## config.mk

```make
export PLATFORM = sky130hd
export DESIGN_NAME = packet_buffer_pool_manager_top
export DESIGN_NICKNAME = d
export VERILOG_FILES = /design/src/sv/pbpm_pkg.sv /design/src/sv/packet_buffer_pool_manager_top.sv /design/src/sv/pbpm_link_mem.sv /design/src/sv/pbpm_desc_mem.sv /design/src/sv/pbpm_ctrl.sv
export SDC_FILE = /design/constraint.sdc
export NUM_CORES = 1
export LEC_CHECK = 0
export BUFFER_PORTS_ARGS = -buffer_cell sky130_fd_sc_hd__buf_2
export CAP_MARGIN = 25
export CORE_MARGIN = 10
export CORE_UTILIZATION = 50
export DETAILED_ROUTE_END_ITERATION = 16
export GPL_TIMING_DRIVEN = 0
export PLACE_DENSITY = 0.66
export RECOVER_POWER = 100
export SLEW_MARGIN = 20
export SYNTH_ARGS = -nofsm -noshare
export SYNTH_HDL_FRONTEND = slang
export SYNTH_HIERARCHICAL = 1
export SYNTH_SLANG_ARGS = --single-unit
```

## constraint.sdc

```tcl
create_clock -name clk -period 5.5 [get_ports clk]
set_input_delay 0.275 -clock clk [delete_from_list [all_inputs] [get_ports clk]]
set_output_delay 0.275 -clock clk [all_outputs]
set_load 0.01 [all_outputs]
```

## src/sv/pbpm_pkg.sv

```systemverilog
// shared types, constants and helpers for the packet buffer pool manager
package pbpm_pkg;

	localparam int NUM_BUFFERS = 16;
	localparam int IDX_W = (NUM_BUFFERS > 1) ? $clog2(NUM_BUFFERS) : 1;
	localparam int LINK_W = $clog2(NUM_BUFFERS + 1);
	localparam int BYTES_W = 11;
	localparam int BI_W = 4;
	localparam int OUT_IDX_W = 4;

	typedef logic [IDX_W-1:0] idx_t;
	typedef logic [LINK_W-1:0] link_t;
	typedef logic [BYTES_W-1:0] bytes_t;

	localparam link_t LINK_NULL = LINK_W'(NUM_BUFFERS);
	localparam bytes_t MAX_BYTES_RESET = 11'd1514;

	typedef enum logic [1:0] {
		CMD_ACQUIRE = 2'd0,
		CMD_MARK_READY = 2'd1,
		CMD_GET_READY = 2'd2,
		CMD_RELEASE = 2'd3
	} cmd_t;

	typedef enum logic [1:0] {
		STATUS_OK = 2'd0,
		STATUS_EMPTY = 2'd1,
		STATUS_OVER = 2'd2
	} status_t;

	typedef enum logic [1:0] {
		PHASE_FREE = 2'd0,
		PHASE_PENDING = 2'd1,
		PHASE_READY = 2'd2,
		PHASE_USER = 2'd3
	} phase_t;

	typedef enum logic {
		ST_IDLE,
		ST_EXEC
	} state_t;

	typedef struct packed {
		phase_t phase;
		bytes_t len;
	} desc_t;

	typedef struct packed {
		logic rd_en;
		idx_t rd_addr;
		logic wr_en;
		idx_t wr_addr;
		link_t wr_data;
	} link_req_t;

	typedef struct packed {
		logic rd_en;
		idx_t rd_addr;
		logic wr_en;
		idx_t wr_addr;
		desc_t wr_data;
	} desc_req_t;

	function automatic logic bi_in_range(logic [BI_W-1:0] b);
		return 32'(b) < 32'(NUM_BUFFERS);
	endfunction

	function automatic idx_t bi_to_idx(logic [BI_W-1:0] b);
		return IDX_W'(b);
	endfunction

	function automatic logic is_null(link_t l);
		return l >= LINK_NULL;
	endfunction

endpackage

```

## src/sv/packet_buffer_pool_manager_top.sv

```systemverilog
// top level of the packet buffer pool manager: sequencer plus link and descriptor memories
// latency: a command accepted at one edge gives its result, with done high, in the next cycle
// busy is high in the cycle after each transfer, so no new command is taken before the last is done,
//   while the link and descriptor memories are read, then written back
// reset: asynchronous, active low; free list chains all buffers, ready list empty, limit 1514
// results cannot be stalled: done is a single-cycle strobe
module packet_buffer_pool_manager_top (
	input  logic                        clk,
	input  logic                        arst_n,
	input  logic                        start,
	output logic                        busy,
	input  logic [1:0]                  cmd,
	input  logic [pbpm_pkg::BI_W-1:0]   buf_index,
	input  pbpm_pkg::bytes_t            req_bytes,
	input  logic                        cfg_we,
	input  pbpm_pkg::bytes_t            cfg_wdata,
	output logic                        done,
	output logic [1:0]                  status,
	output logic [pbpm_pkg::OUT_IDX_W-1:0] out_index,
	output pbpm_pkg::bytes_t            out_bytes
);
	import pbpm_pkg::*;

	link_req_t link_req;
	link_t link_rdata;
	desc_req_t desc_req;
	desc_t desc_rdata;

	pbpm_ctrl u_ctrl (
		.clk        (clk),
		.arst_n     (arst_n),
		.start      (start),
		.busy       (busy),
		.cmd        (cmd),
		.buf_index  (buf_index),
		.req_bytes  (req_bytes),
		.cfg_we     (cfg_we),
		.cfg_wdata  (cfg_wdata),
		.done       (done),
		.status     (status),
		.out_index  (out_index),
		.out_bytes  (out_bytes),
		.link_req   (link_req),
		.link_rdata (link_rdata),
		.desc_req   (desc_req),
		.desc_rdata (desc_rdata)
	);

	pbpm_link_mem u_link_mem (
		.clk    (clk),
		.arst_n (arst_n),
		.req    (link_req),
		.rdata  (link_rdata)
	);

	pbpm_desc_mem u_desc_mem (
		.clk    (clk),
		.arst_n (arst_n),
		.req    (desc_req),
		.rdata  (desc_rdata)
	);

	a_result_follows: assert property (@(posedge clk) disable iff (!arst_n)
		start && !busy |=> done)
		else $error("no result in the cycle after a command transfer");

	a_single_strobe: assert property (@(posedge clk) disable iff (!arst_n)
		done |=> !done)
		else $error("result strobe longer than one cycle");

	a_fail_zero: assert property (@(posedge clk) disable iff (!arst_n)
		done && status != STATUS_OK |-> out_index == '0 && out_bytes == '0)
		else $error("failed result carries nonzero fields");

	a_no_write_idle: assert property (@(posedge clk) disable iff (!arst_n)
		!busy |-> !link_req.wr_en && !desc_req.wr_en)
		else $error("memory write outside the execute cycle");

endmodule

```

## src/sv/pbpm_link_mem.sv

```systemverilog
// next-pointer memory with per-entry valid bits, unwritten entries read as chained
module pbpm_link_mem (
	input  logic                  clk,
	input  logic                  arst_n,
	input  pbpm_pkg::link_req_t   req,
	output pbpm_pkg::link_t       rdata
);
	import pbpm_pkg::*;

	link_t mem [NUM_BUFFERS];
	logic [NUM_BUFFERS-1:0] valid_q;
	link_t rdata_q;
	logic rvalid_q;
	idx_t raddr_q;

	always_ff @(posedge clk) begin
		if (req.wr_en) begin
			mem[req.wr_addr] <= req.wr_data;
		end
		if (req.rd_en) begin
			rdata_q <= mem[req.rd_addr];
			raddr_q <= req.rd_addr;
		end
	end

	always_ff @(posedge clk or negedge arst_n) begin
		if (!arst_n) begin
			valid_q <= '0;
			rvalid_q <= 1'b0;
		end else begin
			if (req.wr_en) begin
				valid_q[req.wr_addr] <= 1'b1;
			end
			if (req.rd_en) begin
				rvalid_q <= valid_q[req.rd_addr];
			end
		end
	end

	// reset chain: entry i links to i+1
	assign rdata = rvalid_q ? rdata_q : (LINK_W'(raddr_q) + LINK_W'(1));

endmodule

```

## src/sv/pbpm_desc_mem.sv

```systemverilog
// descriptor memory holding phase and byte count, unwritten entries read as free and empty
module pbpm_desc_mem (
	input  logic                  clk,
	input  logic                  arst_n,
	input  pbpm_pkg::desc_req_t   req,
	output pbpm_pkg::desc_t       rdata
);
	import pbpm_pkg::*;

	desc_t mem [NUM_BUFFERS];
	logic [NUM_BUFFERS-1:0] valid_q;
	desc_t rdata_q;
	logic rvalid_q;

	always_ff @(posedge clk) begin
		if (req.wr_en) begin
			mem[req.wr_addr] <= req.wr_data;
		end
		if (req.rd_en) begin
			rdata_q <= mem[req.rd_addr];
		end
	end

	always_ff @(posedge clk or negedge arst_n) begin
		if (!arst_n) begin
			valid_q <= '0;
			rvalid_q <= 1'b0;
		end else begin
			if (req.wr_en) begin
				valid_q[req.wr_addr] <= 1'b1;
			end
			if (req.rd_en) begin
				rvalid_q <= valid_q[req.rd_addr];
			end
		end
	end

	assign rdata = rvalid_q ? rdata_q : '{phase: PHASE_FREE, len: '0};

endmodule

```

## src/sv/pbpm_ctrl.sv

```systemverilog
// command sequencer: list heads, limit register and read-modify-write of both memories
module pbpm_ctrl (
	input  logic                        clk,
	input  logic                        arst_n,
	input  logic                        start,
	output logic                        busy,
	input  logic [1:0]                  cmd,
	input  logic [pbpm_pkg::BI_W-1:0]   buf_index,
	input  pbpm_pkg::bytes_t            req_bytes,
	input  logic                        cfg_we,
	input  pbpm_pkg::bytes_t            cfg_wdata,
	output logic                        done,
	output logic [1:0]                  status,
	output logic [pbpm_pkg::OUT_IDX_W-1:0] out_index,
	output pbpm_pkg::bytes_t            out_bytes,
	output pbpm_pkg::link_req_t         link_req,
	input  pbpm_pkg::link_t             link_rdata,
	output pbpm_pkg::desc_req_t         desc_req,
	input  pbpm_pkg::desc_t             desc_rdata
);
	import pbpm_pkg::*;

	state_t state_q, state_d;
	cmd_t cmd_q;
	logic [BI_W-1:0] bi_q;
	bytes_t req_q;
	bytes_t max_bytes_q;
	link_t free_head_q, free_head_d;
	link_t ready_head_q, ready_head_d;
	logic accept;

	assign accept = start && (state_q == ST_IDLE);

	always_comb begin
		state_d = state_q;
		unique case (state_q)
			ST_IDLE: begin
				if (start) begin
					state_d = ST_EXEC;
				end
			end
			ST_EXEC: begin
				state_d = ST_IDLE;
			end
			default: begin
				state_d = ST_IDLE;
			end
		endcase
	end

	always_comb begin
		busy = (state_q == ST_EXEC);
		done = 1'b0;
		status = STATUS_OK;
		out_index = '0;
		out_bytes = '0;
		free_head_d = free_head_q;
		ready_head_d = ready_head_q;
		link_req = '0;
		desc_req = '0;
		unique case (state_q)
			ST_IDLE: begin
				// issue the reads the command will need next cycle
				if (accept) begin
					unique case (cmd_t'(cmd))
						CMD_ACQUIRE: begin
							link_req.rd_en = !is_null(free_head_q);
							link_req.rd_addr = idx_t'(free_head_q);
						end
						CMD_GET_READY: begin
							link_req.rd_en = !is_null(ready_head_q);
							link_req.rd_addr = idx_t'(ready_head_q);
							desc_req.rd_en = !is_null(ready_head_q);
							desc_req.rd_addr = idx_t'(ready_head_q);
						end
						CMD_MARK_READY: begin
							desc_req.rd_en = bi_in_range(buf_index);
							desc_req.rd_addr = bi_to_idx(buf_index);
						end
						CMD_RELEASE: begin
						end
						default: begin
						end
					endcase
				end
			end
			ST_EXEC: begin
				done = 1'b1;
				unique case (cmd_q)
					CMD_ACQUIRE: begin
						if (is_null(free_head_q)) begin
							status = STATUS_EMPTY;
						end else if (req_q > max_bytes_q) begin
							status = STATUS_OVER;
						end else begin
							out_index = OUT_IDX_W'(idx_t'(free_head_q));
							free_head_d = link_rdata;
							link_req.wr_en = 1'b1;
							link_req.wr_addr = idx_t'(free_head_q);
							link_req.wr_data = LINK_NULL;
							desc_req.wr_en = 1'b1;
							desc_req.wr_addr = idx_t'(free_head_q);
							desc_req.wr_data = '{phase: PHASE_PENDING, len: req_q};
						end
					end
					CMD_MARK_READY: begin
						if (bi_in_range(bi_q)) begin
							ready_head_d = LINK_W'(bi_to_idx(bi_q));
							link_req.wr_en = 1'b1;
							link_req.wr_addr = bi_to_idx(bi_q);
							link_req.wr_data = ready_head_q;
							desc_req.wr_en = 1'b1;
							desc_req.wr_addr = bi_to_idx(bi_q);
							desc_req.wr_data = '{phase: PHASE_READY, len: desc_rdata.len};
						end
					end
					CMD_GET_READY: begin
						if (is_null(ready_head_q)) begin
							status = STATUS_EMPTY;
						end else begin
							out_index = OUT_IDX_W'(idx_t'(ready_head_q));
							out_bytes = desc_rdata.len;
							ready_head_d = link_rdata;
							link_req.wr_en = 1'b1;
							link_req.wr_addr = idx_t'(ready_head_q);
							link_req.wr_data = LINK_NULL;
							desc_req.wr_en = 1'b1;
							desc_req.wr_addr = idx_t'(ready_head_q);
							desc_req.wr_data = '{phase: PHASE_USER, len: desc_rdata.len};
						end
					end
					CMD_RELEASE: begin
						if (bi_in_range(bi_q)) begin
							free_head_d = LINK_W'(bi_to_idx(bi_q));
							link_req.wr_en = 1'b1;
							link_req.wr_addr = bi_to_idx(bi_q);
							link_req.wr_data = free_head_q;
							desc_req.wr_en = 1'b1;
							desc_req.wr_addr = bi_to_idx(bi_q);
							desc_req.wr_data = '{phase: PHASE_FREE, len: '0};
						end
					end
					default: begin
					end
				endcase
			end
			default: begin
			end
		endcase
	end

	always_ff @(posedge clk or negedge arst_n) begin
		if (!arst_n) begin
			state_q <= ST_IDLE;
			free_head_q <= '0;
			ready_head_q <= LINK_NULL;
			max_bytes_q <= MAX_BYTES_RESET;
		end else begin
			state_q <= state_d;
			free_head_q <= free_head_d;
			ready_head_q <= ready_head_d;
			if (cfg_we) begin
				max_bytes_q <= cfg_wdata;
			end
		end
	end

	// command transfer capture
	always_ff @(posedge clk) begin
		if (accept) begin
			cmd_q <= cmd_t'(cmd);
			bi_q <= buf_index;
			req_q <= req_bytes;
		end
	end

endmodule

```

Yosys cells after proc, flatten, opt, wreduce, memory -nomap -nowiden:

Memory sizes are Yosys's and may differ from the RTL's. A register that Yosys moved wholly into a read port is not among the register bits.
Cells that the tools add are included.

* output and inout bits: 19
* memory bits (writable): 288
* memories kept: 2
* bits of input ports: 32
* register bits after elaboration: 77
* word-level logic and storage cells: 97

Memory list
* u_desc_mem.mem: depth 16, width 13, read ports 1, clocked after memory_dff 1, wr ports 1, line pbpm_desc_mem.sv:10 `desc_t mem [NUM_BUFFERS];`
* u_link_mem.mem: depth 16, width 5, read ports 1, clocked after memory_dff 1, wr ports 1, line pbpm_link_mem.sv:10 `link_t mem [NUM_BUFFERS];`

* bitwise logic cells: 3
* reductions and logical operators: 11
* $add $sub $neg: 1
* order comparisons: 9
* eq/ne operators: 8
* mux-type cells: 51

Operators by type and width (count)
* $mux W18: 4
* $pmux W18 S4: 1
* $mux W11: 4
* $mux W10: 4
* $mux W5: 8
* $pmux W10 S4: 1
* $pmux W5 S2: 4
* $or A16 B16 Y16: 2
* $lt A4 B5 Y1 const B: 4
* $mux W4: 4
* $gt A11 B11 Y1: 1
* $mux W1: 11
* $ge A5 B5 Y1 const B: 2
* $bmux W1 S4: 2
* $demux W1 S4: 2
* $ge A4 B1 Y1 const B: 2
* $pmux W4 S2: 1
* $eq A2 B2 Y1 const B: 3
* $mux W2: 3
* $ne A2 B2 Y1 const B: 3
* $add A4 B1 Y5 const B: 1
* $eq A2 B1 Y1 const B: 2
* $logic_not A2 Y1: 2
* $pmux W2 S2: 1
* 7 further kinds: 11

Depth between registers and ports, before layout:

* depth after elaboration: 10
* mapped depth: 12

Hierarchy:

Netlist, hierarchy kept.

By module, submodules not included
* pbpm_desc_mem: area each 9220.1 µm², cells an instance 379, times used 1, sequential area each 7061.8 µm²
* pbpm_link_mem: area each 4227.8 µm², cells an instance 201, times used 1, sequential area each 3098.0 µm²
* pbpm_ctrl: area each 2549.9 µm², cells an instance 289, times used 1, sequential area each 1071.0 µm²

Least setup slack after synthesis:

No wires, ideal clock.

* path kind: flip-flop to flip-flop
* start point: register u_ctrl.max_bytes_q[10]
* end point: memory u_desc_mem/mem[0][0] (netlist bit) (enable)
* cell stages (with the launch flop): 11
* path slack: 1421 ps
* arrival time: 3678 ps
* cell sequence: dfstp_2 > inv_1 > ha_1 > nand4_1 > a2111oi_0 > a211oi_1 > a21boi_4 > clkbuf_2 > o21ai_0 > or3b_2 > nor3_1

RTL lines
* from (decl): line pbpm_ctrl.sv:27 `bytes_t max_bytes_q;`
* from (signal assigned): line pbpm_ctrl.sv:163 `max_bytes_q <= cfg_wdata;`
* to (decl): line pbpm_desc_mem.sv:10

==> impl_metrics.json <==
{
  "outcome": "complete, but fails checks",
  "violations": "max-capacitance violations, max-slew violations",
  "antenna_found_initial": 0,
  "cts_hold_repair.buffers": 29,
  "syn_area_per_cell_sq_um": 17.90,
  "worst_r2r_startpoint": "u_ctrl/max_bytes_q[10]",
  "most-common-layout-cells": "edfxtp_1, clkbuf_1, nand2_1, dfrtp_1, mux4_2",
  "ir_drop_mv": 0.1880,
  "most_common_cell_after_layout_fill_and_taps_aside": "edfxtp_1",
  "synth.yosys.warnings": 6,
  "cts_htree_levels": 2,
  "tightestPinTransition_ps": 3202,
  "num_rows": 62,
  "drt_first_iter_violations": 655,
  "ant_nets": 0,
  "routing_layer_with_the_top_usage_in_global_route": "met2",
  "finalCritPeriodShare": 0.8833,
  "grt.overflow.total": 0,
  "global_route.usage.met3": 0.04173,
  "setup_tns_ps": 0,
  "fin_cells": 1379,
  "synthesis.nets": 869,
  "p_int_mw": 4.662,
  "combPwrFrac": 0.099,
  "hold-path-endpoint": "u_ctrl/max_bytes_q[0]",
  "fillCellCount": 2187,
  "worst-endpoint-required_ps": 5650,
  "numCtsBuffers": 37,
  "worstPathArrival_ps": 5010,
  "power_frac_clock": 0.392,
  "wire_length_of_the_first_global_routing_pass_mm": 48.15,
  "critical_path.startpoint_type": "flop",
  "p_sw_frac": 0.2330,
  "cts_max_path_buffers": 3,
  "whs_path_depth": 2,
  "cts.root.buffer_cell": "clkbuf_16",
  "achievable-frequency_ghz": 0.2058,
  "critPathMaxFanout": 9,
  "layout.nets": 1015,
  "drive_gt1_frac": 0.1980,
  "worst_r2r_path_depth": 11,
  "multi_input_area_sq_um": 4059,
  "global_route.usage.total": 0.1720,
  "detailed_place_hpwl_mm": 21.69,
  "via_count": 7904,
  "route.final.wire_length_mm": 30.82,
  "worst_clock_skew_ps": 19.17,
  "syn_inst": 822,
  "rsz_0062_raised_after_global_routing": "false",
  "setup.worst_path.end_class": "flop",
  "finalMaxSlewViolations": 57,
  "core_area_sq_um": 28860,
  "layout_min_cycle_time_ps": 4858,
  "tritoncts": "yes",
  "grt_max_degree": 57,
  "start_util": 0.5100,
  "place.detailed.instances": 1281,
  "timing.rr.end": "u_desc_mem/mem[0][10]",
  "critical_path_class": "reg -> reg",
  "gr-usage-met2": 0.2645,
  "ordered_list_of_cells_on_the_worst_path": "inv_1, ha_1, nand4_1, a2111oi_0, a211oi_1, a21boi_4, clkbuf_1, o21ai_0, or3b_2, nor3_1, clkbuf_1",
  "cpMaxStageDelayCell": "or3b_2",
  "area_delta_synth_final_pct": 15.14,
  "critical-path-max-stage-delay_ps": 600,
  "worst_skew_pair.late_latency_ps": 530,
  "postCtsSetupRepairBufs": 0,
  "power_per_cell_area_nw_per_um2": 358.7,
  "post_cts.resized_instances": 0,
  "cts.sinks": 349,
  "leakage_nw": 5.957,
  "worst_path_most_repeated_cell": "clkbuf_1",
  "number_of_global_route_vias_before_repair": 8038,
  "hold_path_class": "in -> reg",
  "avgRoutedWirePerCell_um": 22.35,
  "relSlewSlack": -1.134,
  "p_sw_mw": 1.416,
  "diodes": 0,
  "gp_routability_congestion": 0.8901,
  "avgViaCountPerCell": 5.732,
  "count_of_endpoints_failing_setup_in_the_final_report": 0,
  "synth.cell_area_sq_um": 14720,
  "hold_path_startpoint": "cfg_we",
  "buffer_ports.inserted": 50,
  "clk_pin_slew_worst_paths_ps": 60,
  "worst-r2r-setup-slack_ps": 640,
  "die-width_um": 191.6,
  "grt_met1_use": 0.2393,
  "floorplan.io_pins": 51,
  "seqCellArea_sq_um": 10210,
  "floorplan.die.height_um": 191.6,
  "detailedRoute.firstPassIterationCount": 7,
  "die_area_sq_um": 36700,
  "drc": 0,
  "finalHoldViolations": 0,
  "seqPwrFrac": 0.509,
  "max_cap_violations": 1
}
==> sequential cells by signal (all words and copies together), names as in the netlist <==
| register | count |
|---|---|
| u_link_mem/rdata_q | 5 |
| u_link_mem/raddr_q | 4 |
| u_ctrl/busy | 1 |
| u_ctrl/ready_head_q | 5 |
| u_desc_mem/rvalid_q | 1 |
| u_ctrl/cmd_q | 2 |
| u_desc_mem/mem | 176 |
| u_ctrl/bi_q | 4 |
| u_link_mem/mem | 80 |
| u_ctrl/max_bytes_q | 11 |
| u_desc_mem/rdata_q | 11 |
| u_link_mem/valid_q | 16 |
| u_desc_mem/valid_q | 16 |
| u_link_mem/rvalid_q | 1 |
| u_ctrl/req_q | 11 |
| u_ctrl/free_head_q | 5 |
==> worst max-delay path: cells and delay by family (launching register included) <==
kind | cells | cell delay, ps
adder cells (fa/ha/maj) | 1 | 340
buffers and inverters | 3 | 910
AO/OA/AOI/OAI | 4 | 1430
AND/OR/NAND/NOR | 3 | 1290
flip-flops | 1 | 510
==> worst max path at each step <==
stage,startpoint,end,slack (ps),cells after the start
after floorplan,u_ctrl/max_bytes_q[10],u_desc_mem/mem[0][0],1570,10
after global placement,u_ctrl/max_bytes_q[10],u_desc_mem/mem[0][8],430,10
after detailed placement,u_ctrl/max_bytes_q[10],u_link_mem/mem[0][2],780,11
after CTS,u_ctrl/max_bytes_q[10],u_link_mem/mem[0][2],760,11
after global routing,u_ctrl/max_bytes_q[10],u_desc_mem/mem[1][0],370,9
final,u_ctrl/max_bytes_q[10],u_desc_mem/mem[0][10],640,11
==> through the flow <==
step	setup WS [ps]	hold WS (ps)	power (mW)	utilization	area [sq um]
after floorplan	1574	-20.59	3.532	-	14720
after global routing	372.0	30.10	6.315	0.5872	16950
after global placement	427.0	441.1	3.715	0.5353	15450
after detailed placement	783.0	389.8	3.747	0.5450	15730
after CTS	758.1	19.79	6.148	0.5958	17190
final	642.1	40.43	6.078	0.5872	16950
==> layout make-up <==
type,instances,share of cell area
inverters,28,0.006202
flip-flops and latches,349,0.6025
clock buffers,44,0.05796
multi-input cells,399,0.2395
repair buffers,107,0.03640
clock inverters,22,0.01137
well taps,384,0.02835
plain buffers,46,0.01765
==> power by group through the flow <==
stage | Clock [mW] | Combinational (mW) | Sequential (mW)
floorplan | 0 | 0.422 | 3.11
global placement | 0 | 0.573 | 3.14
detailed placement | 0 | 0.607 | 3.14
CTS | 2.43 | 0.626 | 3.09
global route | 2.55 | 0.664 | 3.10
finish | 2.38 | 0.602 | 3.09
==> routing by layer <==
metal,up-vias,part of all wire
li1,3561,-
met1,4026,0.45
met2,263,0.46
met3,54,0.072
met4,0,0.019
met5,-,0
Note: power is estimated with default switching activity, not from simulation.
